===== src/hw/rtl/fbct_pkg.sv =====
// types and constants of the focus/break countdown timer
package fbct_pkg;

  typedef enum logic [1:0] {
    OP_TICK  = 2'd0,
    OP_TURN  = 2'd1,
    OP_PRESS = 2'd2,
    OP_RESET = 2'd3
  } op_e;

  typedef enum logic [1:0] {
    PH_SETTING = 2'd0,
    PH_RUNNING = 2'd1,
    PH_PAUSED  = 2'd2,
    PH_ALARM   = 2'd3
  } phase_e;

  localparam int unsigned MinW   = 7;
  localparam int unsigned SecW   = 6;
  localparam int unsigned MsW    = 10;
  localparam int unsigned AlarmW = 15;
  localparam int unsigned BlinkW = 11;

  localparam logic [MinW-1:0] MIN_MINUTES     = 7'd1;
  localparam logic [MinW-1:0] MAX_MINUTES     = 7'd99;
  localparam logic [MinW-1:0] FOCUS_RESET_MIN = 7'd25;
  localparam logic [MinW-1:0] BREAK_RESET_MIN = 7'd5;
  localparam logic [MinW-1:0] SHOW_MAX_MIN    = 7'd99;
  localparam logic [SecW-1:0] SHOW_MAX_SEC    = 6'd59;
  localparam logic [SecW-1:0] SEC_PER_MIN     = 6'd60;
  localparam logic [MsW-1:0]  MS_PER_SEC      = 10'd1000;

  localparam logic [AlarmW-1:0] ALARM_CAP_MS  = 15'd30000;
  localparam logic [BlinkW-1:0] BLINK_WRAP_MS = 11'd2000;

  typedef struct packed {
    logic [1:0]        operation;
    logic signed [3:0] turn_steps;
    logic [MsW-1:0]    elapsed_ms;
  } fbct_in_t;

  typedef struct packed {
    logic [1:0]      phase;
    logic            break_mode;
    logic [MinW-1:0] shown_minutes;
    logic [SecW-1:0] shown_seconds;
    logic            digits_hidden;
    logic            alarm_flash;
  } fbct_out_t;

endpackage


===== src/hw/rtl/focus_break_countdown_timer.sv =====
// A request accepted into the input register moves on into the result register unless an output stall holds it.
// Throughput: one request per cycle unless the output stalls; the input register feeds one pass
//   of update logic into the result register, so back-to-back requests wait only on an output stall.
// in_stall_o rises only when the result register holds a result that the output stalls and the
//   input register is full.
// Reset (rst_ni low, asynchronous): setting phase, focus mode, 25/5 minutes, counters zero.
module focus_break_countdown_timer (
  input  logic                clk_i,
  input  logic                rst_ni,
  input  logic                in_valid_i,
  output logic                in_stall_o,
  input  fbct_pkg::fbct_in_t  in_data_i,
  output logic                out_valid_o,
  input  logic                out_stall_i,
  output fbct_pkg::fbct_out_t out_data_o
);

  // remaining time is kept as minutes : seconds : milliseconds so the
  // display needs no division, only a ceiling round-up of the seconds
  localparam logic [fbct_pkg::BlinkW-1:0] BlinkHalfS  = 11'd500;
  localparam logic [fbct_pkg::BlinkW-1:0] BlinkOneS   = 11'd1000;
  localparam logic [fbct_pkg::BlinkW-1:0] BlinkOneS5  = 11'd1500;
  localparam logic [fbct_pkg::BlinkW-1:0] Flash200    = 11'd200;
  localparam logic [fbct_pkg::BlinkW-1:0] Flash400    = 11'd400;
  localparam logic [fbct_pkg::BlinkW-1:0] Flash600    = 11'd600;
  localparam logic [fbct_pkg::BlinkW-1:0] Flash800    = 11'd800;
  localparam logic [fbct_pkg::BlinkW-1:0] Flash1200   = 11'd1200;
  localparam logic [fbct_pkg::BlinkW-1:0] Flash1400   = 11'd1400;
  localparam logic [fbct_pkg::BlinkW-1:0] Flash1600   = 11'd1600;
  localparam logic [fbct_pkg::BlinkW-1:0] Flash1800   = 11'd1800;

  // ---------------------------------------------------------------------------
  // handshake: input register (stage 1) and result register (stage 2)
  // ---------------------------------------------------------------------------
  logic               s1_valid_q, s1_valid_d;
  fbct_pkg::fbct_in_t s1_item_q;
  logic               out_valid_q, out_valid_d;
  fbct_pkg::fbct_out_t out_data_q, res_d;
  logic               in_accept;
  logic               s1_fire;

  // the item in stage 1 moves on whenever the result slot is free or drains now
  assign s1_fire    = s1_valid_q && (!out_valid_q || !out_stall_i);
  assign in_stall_o = s1_valid_q && !s1_fire;
  assign in_accept  = in_valid_i && !in_stall_o;

  always_comb begin
    s1_valid_d = s1_valid_q;
    if (in_accept) begin
      s1_valid_d = 1'b1;
    end else if (s1_fire) begin
      s1_valid_d = 1'b0;
    end
    out_valid_d = out_valid_q;
    if (s1_fire) begin
      out_valid_d = 1'b1;
    end else if (!out_stall_i) begin
      out_valid_d = 1'b0;
    end
  end

  always_ff @(posedge clk_i or negedge rst_ni) begin
    if (!rst_ni) begin
      s1_valid_q  <= 1'b0;
      out_valid_q <= 1'b0;
    end else begin
      s1_valid_q  <= s1_valid_d;
      out_valid_q <= out_valid_d;
    end
  end

  // payload registers carry no reset
  always_ff @(posedge clk_i) begin
    if (in_accept) begin
      s1_item_q <= in_data_i;
    end
    if (s1_fire) begin
      out_data_q <= res_d;
    end
  end

  assign out_valid_o = out_valid_q;
  assign out_data_o  = out_data_q;

  // ---------------------------------------------------------------------------
  // timer state
  // ---------------------------------------------------------------------------
  fbct_pkg::phase_e                phase_q, phase_d;
  logic                            mode_q, mode_d;
  logic [fbct_pkg::MinW-1:0]       focus_min_q, focus_min_d;
  logic [fbct_pkg::MinW-1:0]       break_min_q, break_min_d;
  logic [fbct_pkg::MinW-1:0]       rem_min_q, rem_min_d;
  logic [fbct_pkg::SecW-1:0]       rem_sec_q, rem_sec_d;
  logic [fbct_pkg::MsW-1:0]        rem_ms_q, rem_ms_d;
  logic [fbct_pkg::AlarmW-1:0]     alarm_ms_q, alarm_ms_d;
  logic [fbct_pkg::BlinkW-1:0]     blink_ms_q, blink_ms_d;

  always_ff @(posedge clk_i or negedge rst_ni) begin
    if (!rst_ni) begin
      phase_q     <= fbct_pkg::PH_SETTING;
      mode_q      <= 1'b0;
      focus_min_q <= fbct_pkg::FOCUS_RESET_MIN;
      break_min_q <= fbct_pkg::BREAK_RESET_MIN;
      rem_min_q   <= '0;
      rem_sec_q   <= '0;
      rem_ms_q    <= '0;
      alarm_ms_q  <= '0;
      blink_ms_q  <= '0;
    end else if (s1_fire) begin
      phase_q     <= phase_d;
      mode_q      <= mode_d;
      focus_min_q <= focus_min_d;
      break_min_q <= break_min_d;
      rem_min_q   <= rem_min_d;
      rem_sec_q   <= rem_sec_d;
      rem_ms_q    <= rem_ms_d;
      alarm_ms_q  <= alarm_ms_d;
      blink_ms_q  <= blink_ms_d;
    end
  end

  // ---------------------------------------------------------------------------
  // event decode and state update
  // ---------------------------------------------------------------------------
  fbct_pkg::op_e              op;
  logic [fbct_pkg::MsW-1:0]   dt;

  // tick arithmetic
  logic [fbct_pkg::BlinkW:0]  blink_sum;
  logic                       dt_sec;       // elapsed reaches a whole second
  logic [fbct_pkg::MsW-1:0]   dt_ms;
  logic [fbct_pkg::MsW:0]     ms_diff;
  logic                       ms_borrow;
  logic [fbct_pkg::MsW-1:0]   ms_new;
  logic [fbct_pkg::SecW:0]    sec_diff;
  logic                       sec_borrow;
  logic [fbct_pkg::SecW-1:0]  sec_new;
  logic [fbct_pkg::MinW:0]    min_diff;
  logic                       run_out;      // countdown reaches or passes zero
  logic [fbct_pkg::AlarmW:0]  alarm_sum;

  // knob arithmetic, signed minutes
  logic [fbct_pkg::MinW-1:0]  cur_min;
  logic signed [fbct_pkg::MinW+1:0] knob_sum;
  logic signed [fbct_pkg::MinW+1:0] knob_lo;
  logic signed [fbct_pkg::MinW+1:0] knob_hi;
  logic [fbct_pkg::MinW-1:0]  knob_min;

  assign op = fbct_pkg::op_e'(s1_item_q.operation);
  assign dt = s1_item_q.elapsed_ms;

  // blink clock wraps at 2 s, a common multiple of both blink periods
  assign blink_sum = {1'b0, blink_ms_q} + {2'b00, dt};

  // split elapsed into whole seconds and leftover milliseconds
  assign dt_sec = (dt >= fbct_pkg::MS_PER_SEC);
  assign dt_ms  = dt_sec ? (dt - fbct_pkg::MS_PER_SEC) : dt;

  // mixed-radix borrow chain: ms -> s -> min
  assign ms_diff   = {1'b0, rem_ms_q} - {1'b0, dt_ms};
  assign ms_borrow = ms_diff[fbct_pkg::MsW];
  assign ms_new    = ms_borrow ? (ms_diff[fbct_pkg::MsW-1:0] + fbct_pkg::MS_PER_SEC)
                               : ms_diff[fbct_pkg::MsW-1:0];
  assign sec_diff   = {1'b0, rem_sec_q} - {{fbct_pkg::SecW{1'b0}}, dt_sec}
                      - {{fbct_pkg::SecW{1'b0}}, ms_borrow};
  assign sec_borrow = sec_diff[fbct_pkg::SecW];
  assign sec_new    = sec_borrow ? (sec_diff[fbct_pkg::SecW-1:0] + fbct_pkg::SEC_PER_MIN)
                                 : sec_diff[fbct_pkg::SecW-1:0];
  assign min_diff   = {1'b0, rem_min_q} - {{fbct_pkg::MinW{1'b0}}, sec_borrow};
  assign run_out    = min_diff[fbct_pkg::MinW] ||
                      ((min_diff == '0) && (sec_new == '0) && (ms_new == '0));

  assign alarm_sum = {1'b0, alarm_ms_q} + {{(fbct_pkg::AlarmW - fbct_pkg::MsW + 1){1'b0}}, dt};

  // knob adds signed minutes to the current mode's length, then clamps
  assign cur_min  = mode_q ? break_min_q : focus_min_q;
  assign knob_sum = $signed({2'b00, cur_min}) +
                    $signed({{(fbct_pkg::MinW - 2){s1_item_q.turn_steps[3]}},
                             s1_item_q.turn_steps});
  assign knob_lo  = $signed({2'b00, fbct_pkg::MIN_MINUTES});
  assign knob_hi  = $signed({2'b00, fbct_pkg::MAX_MINUTES});

  always_comb begin
    // lower clamp first, then upper clamp
    if (knob_sum < knob_lo) begin
      knob_min = fbct_pkg::MIN_MINUTES;
    end else if (knob_sum > knob_hi) begin
      knob_min = fbct_pkg::MAX_MINUTES;
    end else begin
      knob_min = knob_sum[fbct_pkg::MinW-1:0];
    end
    if (knob_min > fbct_pkg::MAX_MINUTES) begin
      knob_min = fbct_pkg::MAX_MINUTES;
    end
  end

  always_comb begin
    phase_d     = phase_q;
    mode_d      = mode_q;
    focus_min_d = focus_min_q;
    break_min_d = break_min_q;
    rem_min_d   = rem_min_q;
    rem_sec_d   = rem_sec_q;
    rem_ms_d    = rem_ms_q;
    alarm_ms_d  = alarm_ms_q;
    blink_ms_d  = blink_ms_q;

    case (op)
      fbct_pkg::OP_TICK: begin
        if (blink_sum >= {1'b0, fbct_pkg::BLINK_WRAP_MS}) begin
          blink_ms_d = blink_sum[fbct_pkg::BlinkW-1:0] - fbct_pkg::BLINK_WRAP_MS;
        end else begin
          blink_ms_d = blink_sum[fbct_pkg::BlinkW-1:0];
        end
        if (phase_q == fbct_pkg::PH_RUNNING) begin
          if (run_out) begin
            // time past zero does not count as alarm time
            phase_d    = fbct_pkg::PH_ALARM;
            rem_min_d  = '0;
            rem_sec_d  = '0;
            rem_ms_d   = '0;
            alarm_ms_d = '0;
          end else begin
            rem_min_d = min_diff[fbct_pkg::MinW-1:0];
            rem_sec_d = sec_new;
            rem_ms_d  = ms_new;
          end
        end else if (phase_q == fbct_pkg::PH_ALARM) begin
          if (alarm_sum > {1'b0, fbct_pkg::ALARM_CAP_MS}) begin
            alarm_ms_d = fbct_pkg::ALARM_CAP_MS;
          end else begin
            alarm_ms_d = alarm_sum[fbct_pkg::AlarmW-1:0];
          end
        end
      end

      fbct_pkg::OP_TURN: begin
        if (phase_q == fbct_pkg::PH_SETTING) begin
          if (mode_q) begin
            break_min_d = knob_min;
          end else begin
            focus_min_d = knob_min;
          end
        end
      end

      fbct_pkg::OP_PRESS: begin
        case (phase_q)
          fbct_pkg::PH_SETTING: begin
            if (!mode_q) begin
              mode_d = 1'b1;
            end else begin
              // set break length done, start the focus run
              mode_d     = 1'b0;
              phase_d    = fbct_pkg::PH_RUNNING;
              rem_min_d  = focus_min_q;
              rem_sec_d  = '0;
              rem_ms_d   = '0;
              alarm_ms_d = '0;
            end
          end
          fbct_pkg::PH_RUNNING: begin
            phase_d = fbct_pkg::PH_PAUSED;
          end
          fbct_pkg::PH_PAUSED: begin
            phase_d = fbct_pkg::PH_RUNNING;
          end
          default: begin
            // alarm acknowledged: run the other mode
            mode_d     = !mode_q;
            phase_d    = fbct_pkg::PH_RUNNING;
            rem_min_d  = mode_q ? focus_min_q : break_min_q;
            rem_sec_d  = '0;
            rem_ms_d   = '0;
            alarm_ms_d = '0;
          end
        endcase
      end

      default: begin
        // long press: back to setting focus, lengths and blink clock kept
        mode_d     = 1'b0;
        phase_d    = fbct_pkg::PH_SETTING;
        rem_min_d  = '0;
        rem_sec_d  = '0;
        rem_ms_d   = '0;
        alarm_ms_d = '0;
      end
    endcase
  end

  // ---------------------------------------------------------------------------
  // display of the state after this request
  // ---------------------------------------------------------------------------
  logic [fbct_pkg::MinW-1:0] show_min;
  logic [fbct_pkg::SecW-1:0] show_sec;
  logic                      blink_half;
  logic                      blink_flash;

  always_comb begin
    if (phase_d == fbct_pkg::PH_SETTING) begin
      show_min = mode_d ? break_min_d : focus_min_d;
      show_sec = '0;
    end else if (rem_ms_d != '0) begin
      // round a partial second up
      if (rem_sec_d == fbct_pkg::SEC_PER_MIN - 6'd1) begin
        show_min = rem_min_d + 7'd1;
        show_sec = '0;
      end else begin
        show_min = rem_min_d;
        show_sec = rem_sec_d + 6'd1;
      end
    end else begin
      show_min = rem_min_d;
      show_sec = rem_sec_d;
    end
    if (show_min > fbct_pkg::SHOW_MAX_MIN) begin
      show_min = fbct_pkg::SHOW_MAX_MIN;
      show_sec = fbct_pkg::SHOW_MAX_SEC;
    end
  end

  // first half of each 1 s blink period
  assign blink_half = (blink_ms_d < BlinkHalfS) ||
                      ((blink_ms_d >= BlinkOneS) && (blink_ms_d < BlinkOneS5));
  // first 200 ms of each 400 ms flash period
  assign blink_flash = (blink_ms_d < Flash200) ||
                       ((blink_ms_d >= Flash400)  && (blink_ms_d < Flash600))  ||
                       ((blink_ms_d >= Flash800)  && (blink_ms_d < BlinkOneS)) ||
                       ((blink_ms_d >= Flash1200) && (blink_ms_d < Flash1400)) ||
                       ((blink_ms_d >= Flash1600) && (blink_ms_d < Flash1800));

  always_comb begin
    res_d.phase         = phase_d;
    res_d.break_mode    = mode_d;
    res_d.shown_minutes = show_min;
    res_d.shown_seconds = show_sec;
    res_d.digits_hidden = (phase_d == fbct_pkg::PH_PAUSED) && blink_half;
    res_d.alarm_flash   = (phase_d == fbct_pkg::PH_ALARM) &&
                          (alarm_ms_d < fbct_pkg::ALARM_CAP_MS) && blink_flash;
  end

endmodule


===== config.mk =====
export PLATFORM = sky130hd
export DESIGN_NAME = focus_break_countdown_timer
export DESIGN_NICKNAME = d
export VERILOG_FILES = /design/src/hw/rtl/fbct_pkg.sv /design/src/hw/rtl/focus_break_countdown_timer.sv
export SDC_FILE = /design/constraint.sdc
export NUM_CORES = 1
export LEC_CHECK = 0
export BUFFER_PORTS_ARGS = -buffer_cell sky130_fd_sc_hd__buf_2
export CORE_ASPECT_RATIO = 0.5
export CORE_MARGIN = 1.5
export CORE_UTILIZATION = 29
export CTS_CLUSTER_SIZE = 30
export DETAILED_ROUTE_END_ITERATION = 8
export PLACE_DENSITY_LB_ADDON = 0.2
export SLEW_MARGIN = 30
export SYNTH_ARGS = -nofsm -noshare
export SYNTH_HDL_FRONTEND = slang
export SYNTH_SLANG_ARGS = --single-unit

===== constraint.sdc =====
create_clock -name clk_i -period 6.9 [get_ports clk_i]
set_input_delay 1.38 -clock clk_i [delete_from_list [all_inputs] [get_ports clk_i]]
set_output_delay 1.38 -clock clk_i [all_outputs]
set_load 0.1 [all_outputs]

# Word-level counts from Yosys, hierarchy flattened
# Cells that the tools add are included.
# totals
register_bits	102
elab_cells	156
output_inout_bits	20
input_bits	20
# op_classes
magnitude_cmp	20
n_reduce_logical	36
n_addsub	13
eq_ne	9
n_mux	57
# ops
cell	count
2-to-1 mux 7 bit	18
2-to-1 mux 15 bit	5
2-to-1 mux 10 bit	5
case mux 15 bit (3 select lines)	1
2-to-1 mux 6 bit	7
less-than comparator 11 bit (second input constant)	3
case mux 10 bit (3 select lines)	1
case mux 15 bit (2 select lines)	1
greater-or-equal comparator 11 x 10 -> 1 bit (second input constant)	2
greater-or-equal comparator 11 bit (second input constant)	2
less-than comparator 11 x 10 -> 1 bit (second input constant)	2
2-to-1 mux 11 bit	2
case mux 7 bit (3 select lines)	1
case mux 10 bit (2 select lines)	1
case mux 6 bit (3 select lines)	1
adder 15 x 10 -> 16 bit	1
greater-than comparator 16 x 15 -> 1 bit (second input constant)	1
less-than comparator 15 bit (second input constant)	1
greater-than comparator 7 bit (second input constant)	2
case mux 7 bit (2 select lines)	1
logical AND 1 bit	13
adder 11 x 10 -> 12 bit	1
greater-or-equal comparator 12 x 11 -> 1 bit (second input constant)	1
case mux 6 bit (2 select lines)	1
35 further kinds	61

# Logic depth before layout (Yosys ltp)
# depth
ltp_word	19
depth_mapped	34
mapped_depth_nobuf	32

# Worst setup path before layout
# OpenSTA, ideal clock, no wires.
# synth_timing
kind	register -> register
start	register s1_item_q (netlist bit dt[4])
end	register out_data_q (netlist bit out_data_o[4]) (data pin)
period_less_slack_ns	7.132
path_slack_ns	-0.232
n_path_buf	2
t_required_ns	6.642
t_arrival_ns	6.874
setup_time_ns	0.258
path_stages_with_launch	32
path_cell_list	edfxtp_1 o2111ai_1 xnor2_1 ha_1 clkbuf_1 and3_1 a221oi_2 o21ai_2 inv_1 fa_1 ha_1 nand2b_1 nor2_1 ha_1 nor2b_1 xor2_1 or4_1 a2111oi_0 nand3_1 or4_1 buf_2 o21ai_0 o21a_1 inv_1 ha_1 inv_1 a31oi_1 and4bb_2 mux2i_1 o311ai_2 o41ai_4 nor3b_2
# synth_between
elab_chain_len	19
elab_cells_between_ends	41
cone_classes	9 x add/sub; 2 x order compare; 1 x eq/ne; 20 x mux; 9 x reduce/logical
# synth_rtl
element	line	source
start, declared	focus_break_countdown_timer.sv:36	fbct_pkg::fbct_in_t s1_item_q;
start signal, assigned	focus_break_countdown_timer.sv:75	s1_item_q <= in_data_i;
subtractor 10 bit or greater-or-equal comparator 10 bit (tied branches)	focus_break_countdown_timer.sv:157, focus_break_countdown_timer.sv:156	
2-to-1 mux 10 bit	focus_break_countdown_timer.sv:157	assign dt_ms = dt_sec ? (dt - fbct_pkg::MS_PER_SEC) : dt;
subtractor 10 x 10 -> 11 bit	focus_break_countdown_timer.sv:160	assign ms_diff = {1'b0, rem_ms_q} - {1'b0, dt_ms};
subtractor 7 x 1 -> 7 bit	focus_break_countdown_timer.sv:165	- {{fbct_pkg::SecW{1'b0}}, ms_borrow};
adder 6 bit	focus_break_countdown_timer.sv:167	assign sec_new = sec_borrow ? (sec_diff[fbct_pkg::SecW-1:0] + fbct_pkg::SEC_PER_MIN)
2-to-1 mux 6 bit	focus_break_countdown_timer.sv:167	
zero test 6 bit	focus_break_countdown_timer.sv:171	((min_diff == '0) && (sec_new == '0) && (ms_new == '0));
logical AND 1 bit (2 in series)	focus_break_countdown_timer.sv:171	
(+3 left out)	--	
case mux 6 bit (3 select lines) (*)	focus_break_countdown_timer.sv:208	case (op)
net rem_sec_d (one bit)	focus_break_countdown_timer.sv:93	logic [fbct_pkg::SecW-1:0] rem_sec_q, rem_sec_d;
== test 6 bit	focus_break_countdown_timer.sv:306	if (rem_sec_d == fbct_pkg::SEC_PER_MIN - 6'd1) begin
2-to-1 mux 7 bit	focus_break_countdown_timer.sv:306	
2-to-1 mux 7 bit	focus_break_countdown_timer.sv:304	end else if (rem_ms_d != '0) begin
2-to-1 mux 7 bit	focus_break_countdown_timer.sv:301	if (phase_d == fbct_pkg::PH_SETTING) begin
greater-than comparator 7 bit	focus_break_countdown_timer.sv:317	if (show_min > fbct_pkg::SHOW_MAX_MIN) begin
OR reduction 2 bit (no source line)	--	
end signal, assigned	focus_break_countdown_timer.sv:78	out_data_q <= res_d;
end, declared	focus_break_countdown_timer.sv:38	fbct_pkg::fbct_out_t out_data_q, res_d;
# Mark *: on every way through the listed nets, which the timed path passes. The rest lies on a longest branch.
# A chain may end at the register's enable or synchronous reset.

# Final worst setup path
# Same ends and word-level chain as after synthesis.

==> impl.org <==
** Status
- The flow ran to the end, and the final reports show no timing, DRC or antenna violations.

** Place
- After detailed placement, the total cell area comes to 9400 um2.
- Summed over all nets, the half-perimeter wirelength after detailed placement is about 20 mm.
- Before CTS, the worst setup slack after placement is -0.0395 ns.
- Port Buf Inserts :: 39
- At the end of routability-driven placement, the weighted congestion stood at 0.895.

** Power
- Part of the total power dissipated in the clock network :: 0.139
- Leakage power summed over all cells :: between 0.004 and 0.005 uW
- Cell internal power was estimated by the tool at 2010 uW.
- Of the total power, the share spent switching nets is 0.505.
- After layout, the design draws a total of 4060 uW.
- Power density relative to cell area :: ~400 nW/um2
- Relative contribution of sequential cells to total power :: 0.237
- Maximum ir drop on the vdd rail :: 0.170 mV
- Of the total power, combinational logic draws 0.624.
- Net Sw Power :: 2050 uW

** Timing
- Post-route clock skew :: 0.0109 ns
- For the pin with the worst max-slew slack, the measured transition is 0.977 ns.
- The final count of pins violating max slew is 0.
- Derived from the worst setup path, the maximum achievable clock frequency is 149 MHz.
- Worst max-slew margin expressed relative to the limit :: 0.346
- Number of endpoints with negative hold slack in the final report :: 0
- Setup repair after global routing could not meet its margin everywhere.
- Time the worst path needs with I/O delays and setup :: 6.70 ns
- Total negative slack for setup checks :: 0 ns
- Smallest setup slack after layout :: roughly 0.2 ns
- Endpoints failing setup :: 0
- Dividing the final minimum period by the clock period gives 0.971.

** Clock network
- Buffers inserted during clock tree synthesis total 9.
- Clk sink count :: 102
- After clock tree synthesis, the clock-pin slew on the worst setup and hold paths is 0.08 ns.
- The H-tree generated during clock tree synthesis spans 3 levels.
- Clock network latency to the later pin of the worst-skew pair :: ~0.38 ns
- Number of buffers on the longest clock path :: 2
- Number of hold buffers added after cts :: 0
- Clock tree from TritonCTS :: yes
- CTS placed an instance of sky130_fd_sc_hd__clkbuf_16 at the clock tree root.

** Yosys
- The mapped netlist covers 8570 um2.
- Synthesis produced a netlist whose cell count is roughly 1k.
- When the netlist entered floorplanning its net count stood at 1099.
- Of the post-synthesis cell area, the dominant cell type holds 0.184.
- Counting flops with a built-in enable in the synthesized netlist gives 34.
- Distinct cell type count after synthesis :: 81
- During synthesis, Yosys emitted a total of 0 warnings.
- The biggest area contributor in the post-synthesis netlist is sky130_fd_sc_hd__dfrtp_1.
- In the synthesized netlist the async set-or-reset flop fraction comes to 0.667.
- Mapped Avg Cell Area :: 8.39 um2
- Synth Flop Type :: sky130_fd_sc_hd__dfrtp_1
- In the post-synthesis netlist, the biggest area contributors are sky130_fd_sc_hd__dfrtp_1 18%, sky130_fd_sc_hd__edfxtp_1 12%, sky130_fd_sc_hd__ha_1 7.7%, sky130_fd_sc_hd__nand2_1 5.8%, sky130_fd_sc_hd__o21ai_0 5.3%.
- In this run, synthesis produced a sequential element count of 102.
- For this run, the register share of the synthesized area comes to 0.319.

** Routing
- In the routed design, unresolved DRC markers number 0.
- The routed design has about 27 mm of wire.
- DR vias :: 7954
- In this run, the number of DRC markers left after iteration 0 of detailed routing was 720.
- Number of iterations in the first detailed-routing pass :: 5
- Wire per inst :: 18.0 um
- Post-detailed-route count of antenna-violating nets :: 0
- Average via count per standard cell :: 5.39

** Cells and area
- In the final layout, the share of cells above drive strength 1 is 0.144.
- After routing the design area is between 9000 and 10000 um2.
- Signed area change from the synthesized netlist to the final layout :: 15.2%
- Leaving out fill and tap cells, the most frequent cell in the layout is sky130_fd_sc_hd__nand2_1.
- The filler cells instantiated in the layout total 3014.
- In the final layout, flip-flops and latches occupy 2730 um2.
- Antenna fix cells :: 0
- Most frequent cells in the layout :: 132 x sky130_fd_sc_hd__nand2_1, 89 x sky130_fd_sc_hd__o21ai_0, 79 x sky130_fd_sc_hd__nor2_1
- For this run, the post-layout net count is 1157.
- Combined area of the multi-input logic cells :: around 5600 um2

** GRT
- The total overflow left after global routing is 0.
- Antenna violations before repair :: 0
- Total GRT Usage :: 0.177
- Entering global routing, the biggest net connects 48 pins.
- Global-route wire length before repair :: 42.0 mm
- Number of global-route vias before repair :: 7511

** Worst setup path
- Maximum net fanout on the critical path :: 8
- Cell with the biggest individual delay on the critical path :: sky130_fd_sc_hd__or4_4
- STA classifies the critical path endpoint as a flip-flop.
- The worst setup path is launched from a flip-flop.
- Crit path arrival time :: 6.83 ns
- Cell with the most instances on the worst path :: sky130_fd_sc_hd__inv_1
- The critical path in this run is classified as reg -> reg.
- Max stage delay on crit path :: about 0.50 ns
- For flop-to-flop paths, the worst setup slack is 0.20 ns.
- STA puts the critical path data required time at ~7 ns.

** Floorplan
- Effective utilization at floorplan :: 0.295
- The die covers 30600 um2.
- Floorplan die width :: between 200 and 250 um
- Cell Rows :: 44
- Height of the chip :: 125 um
- Core ar. :: 29000 um2
- Pin placement for this block handled 40 I/O pins.

** Flow run
- Across the run, the number of max-cap violations was 0.

** Min path
- In this run the worst hold path is classified as reg -> reg.
[power groups by stage]
stage	clock, uW	sequential, uW	combinational [uW]
after CTS	587	960	2470
after floorplan	0	1160	1650
after global routing	605	983	2800
final	566	961	2530
after detailed placement	0	971	2460
after global placement	0	965	2430
[synth_stat cells (all sizes together), types with 8 or more instances]
master	n
or2	9
mux2i	10
ha	53
or3	11
clkbuf	33
or4	8
a22oi	12
a211oi	14
and2	8
xnor2	28
o21ai	94
xor2	24
o22ai	9
nand3	22
edfxtp	34
nor3	21
nor4	9
a22o	9
nor2	81
and3	12
o31ai	16
nand2b	9
inv	50
a21oi	53
dfrtp	63
nand2	132
nor2b	15
mux2	13
a21o	19
o211ai	10
a31oi	13
o21a	17
[path summary, 6_finish.rpt]
path | from | cells after the start | to
max in group asynchronous | rst_ni | 3 | rem_min_q[1]
min in group asynchronous | rst_ni | 2 | blink_ms_q[4]
worst max-delay path | dt[4] | 31 | out_data_o[4]
worst max register to register | dt[4] | 31 | out_data_o[4]
worst min-delay path | s1_valid_q | 1 | out_valid_o
worst min register to register | s1_valid_q | 1 | out_valid_o
[metal layers]
metal / vias to the layer above / GRT usage / part of all wire
li1: 3913 / - / -
met1: 3859 / 0.267 / 0.52
met2: 159 / 0.255 / 0.42
met3: 23 / 0.0334 / 0.044
met4: 0 / 0.0437 / 0.012
met5: - / 0 / 0
[cells by family (layout without fill, tap and decap cells)]
logic type               count (synthesis)  after routing  synth area share
AO/OA/AOI/OAI                          337            337             0.267
adder cells (fa/ha/maj)                 58             58            0.0891
multiplexers                            23             23            0.0288
buffers and inverters                   91            154            0.0419
flip-flops                             102            102             0.319
AND/OR/NAND/NOR                        357            357             0.198
XOR/XNOR                                53             53            0.0558
[flip-flops by register name, indices dropped and copies added, names as in the netlist]
signal and count:
break_min_q 7, s1_item_q 4, s1_valid_q 1, dt 10, out_valid_o 1, mode_q 1
phase_q 2, out_data_o 18, rem_sec_q 6, rem_min_q 7, op 2, blink_ms_q 11
focus_min_q 7, alarm_ms_q 15, rem_ms_q 10
[worst max-delay path: cells and delay by family, from the launching register on]
family                   cells  cell delay, ns
flip-flops                   1            0.47
buffers and inverters        4            0.39
AO/OA/AOI/OAI               11            2.34
AND/OR/NAND/NOR              9            1.97
XOR/XNOR                     1            0.07
multiplexers                 1            0.14
adder cells (fa/ha/maj)      5            1.05
[what timing repair did]
| action | CTS | global route |
|---|---|---|
| setup endpoints to repair | 7 | 12 |
| hold endpoints to repair | 0 | 0 |
| resized for setup | 1 | 22 |
| setup buffers | 0 | 10 |
| pin swaps | 1 | 14 |
[area by class of cell]
class / count / area share
multi-input combinational: 828 / 0.565
clock buffer: 14 / 0.0279
clock inverter: 2 / 0.00380
inverter: 52 / 0.0198
tap: 391 / 0.0496
timing repair buffer: 86 / 0.0572
sequential: 102 / 0.276
[stage by stage]
step / instances / hold slack, ns / util
5_1_grt: 1475 / 0.524 / 0.340
4_1_cts: 1466 / 0.496 / 0.335
6_report: 1475 / 0.488 / 0.340
3_5_place_dp: 1450 / 0.477 / 0.324
3_3_place_gp: 1449 / 0.467 / 0.323
2_1_floorplan: 1021 / 0.455 / -
Power figures use the tool's default switching activity.
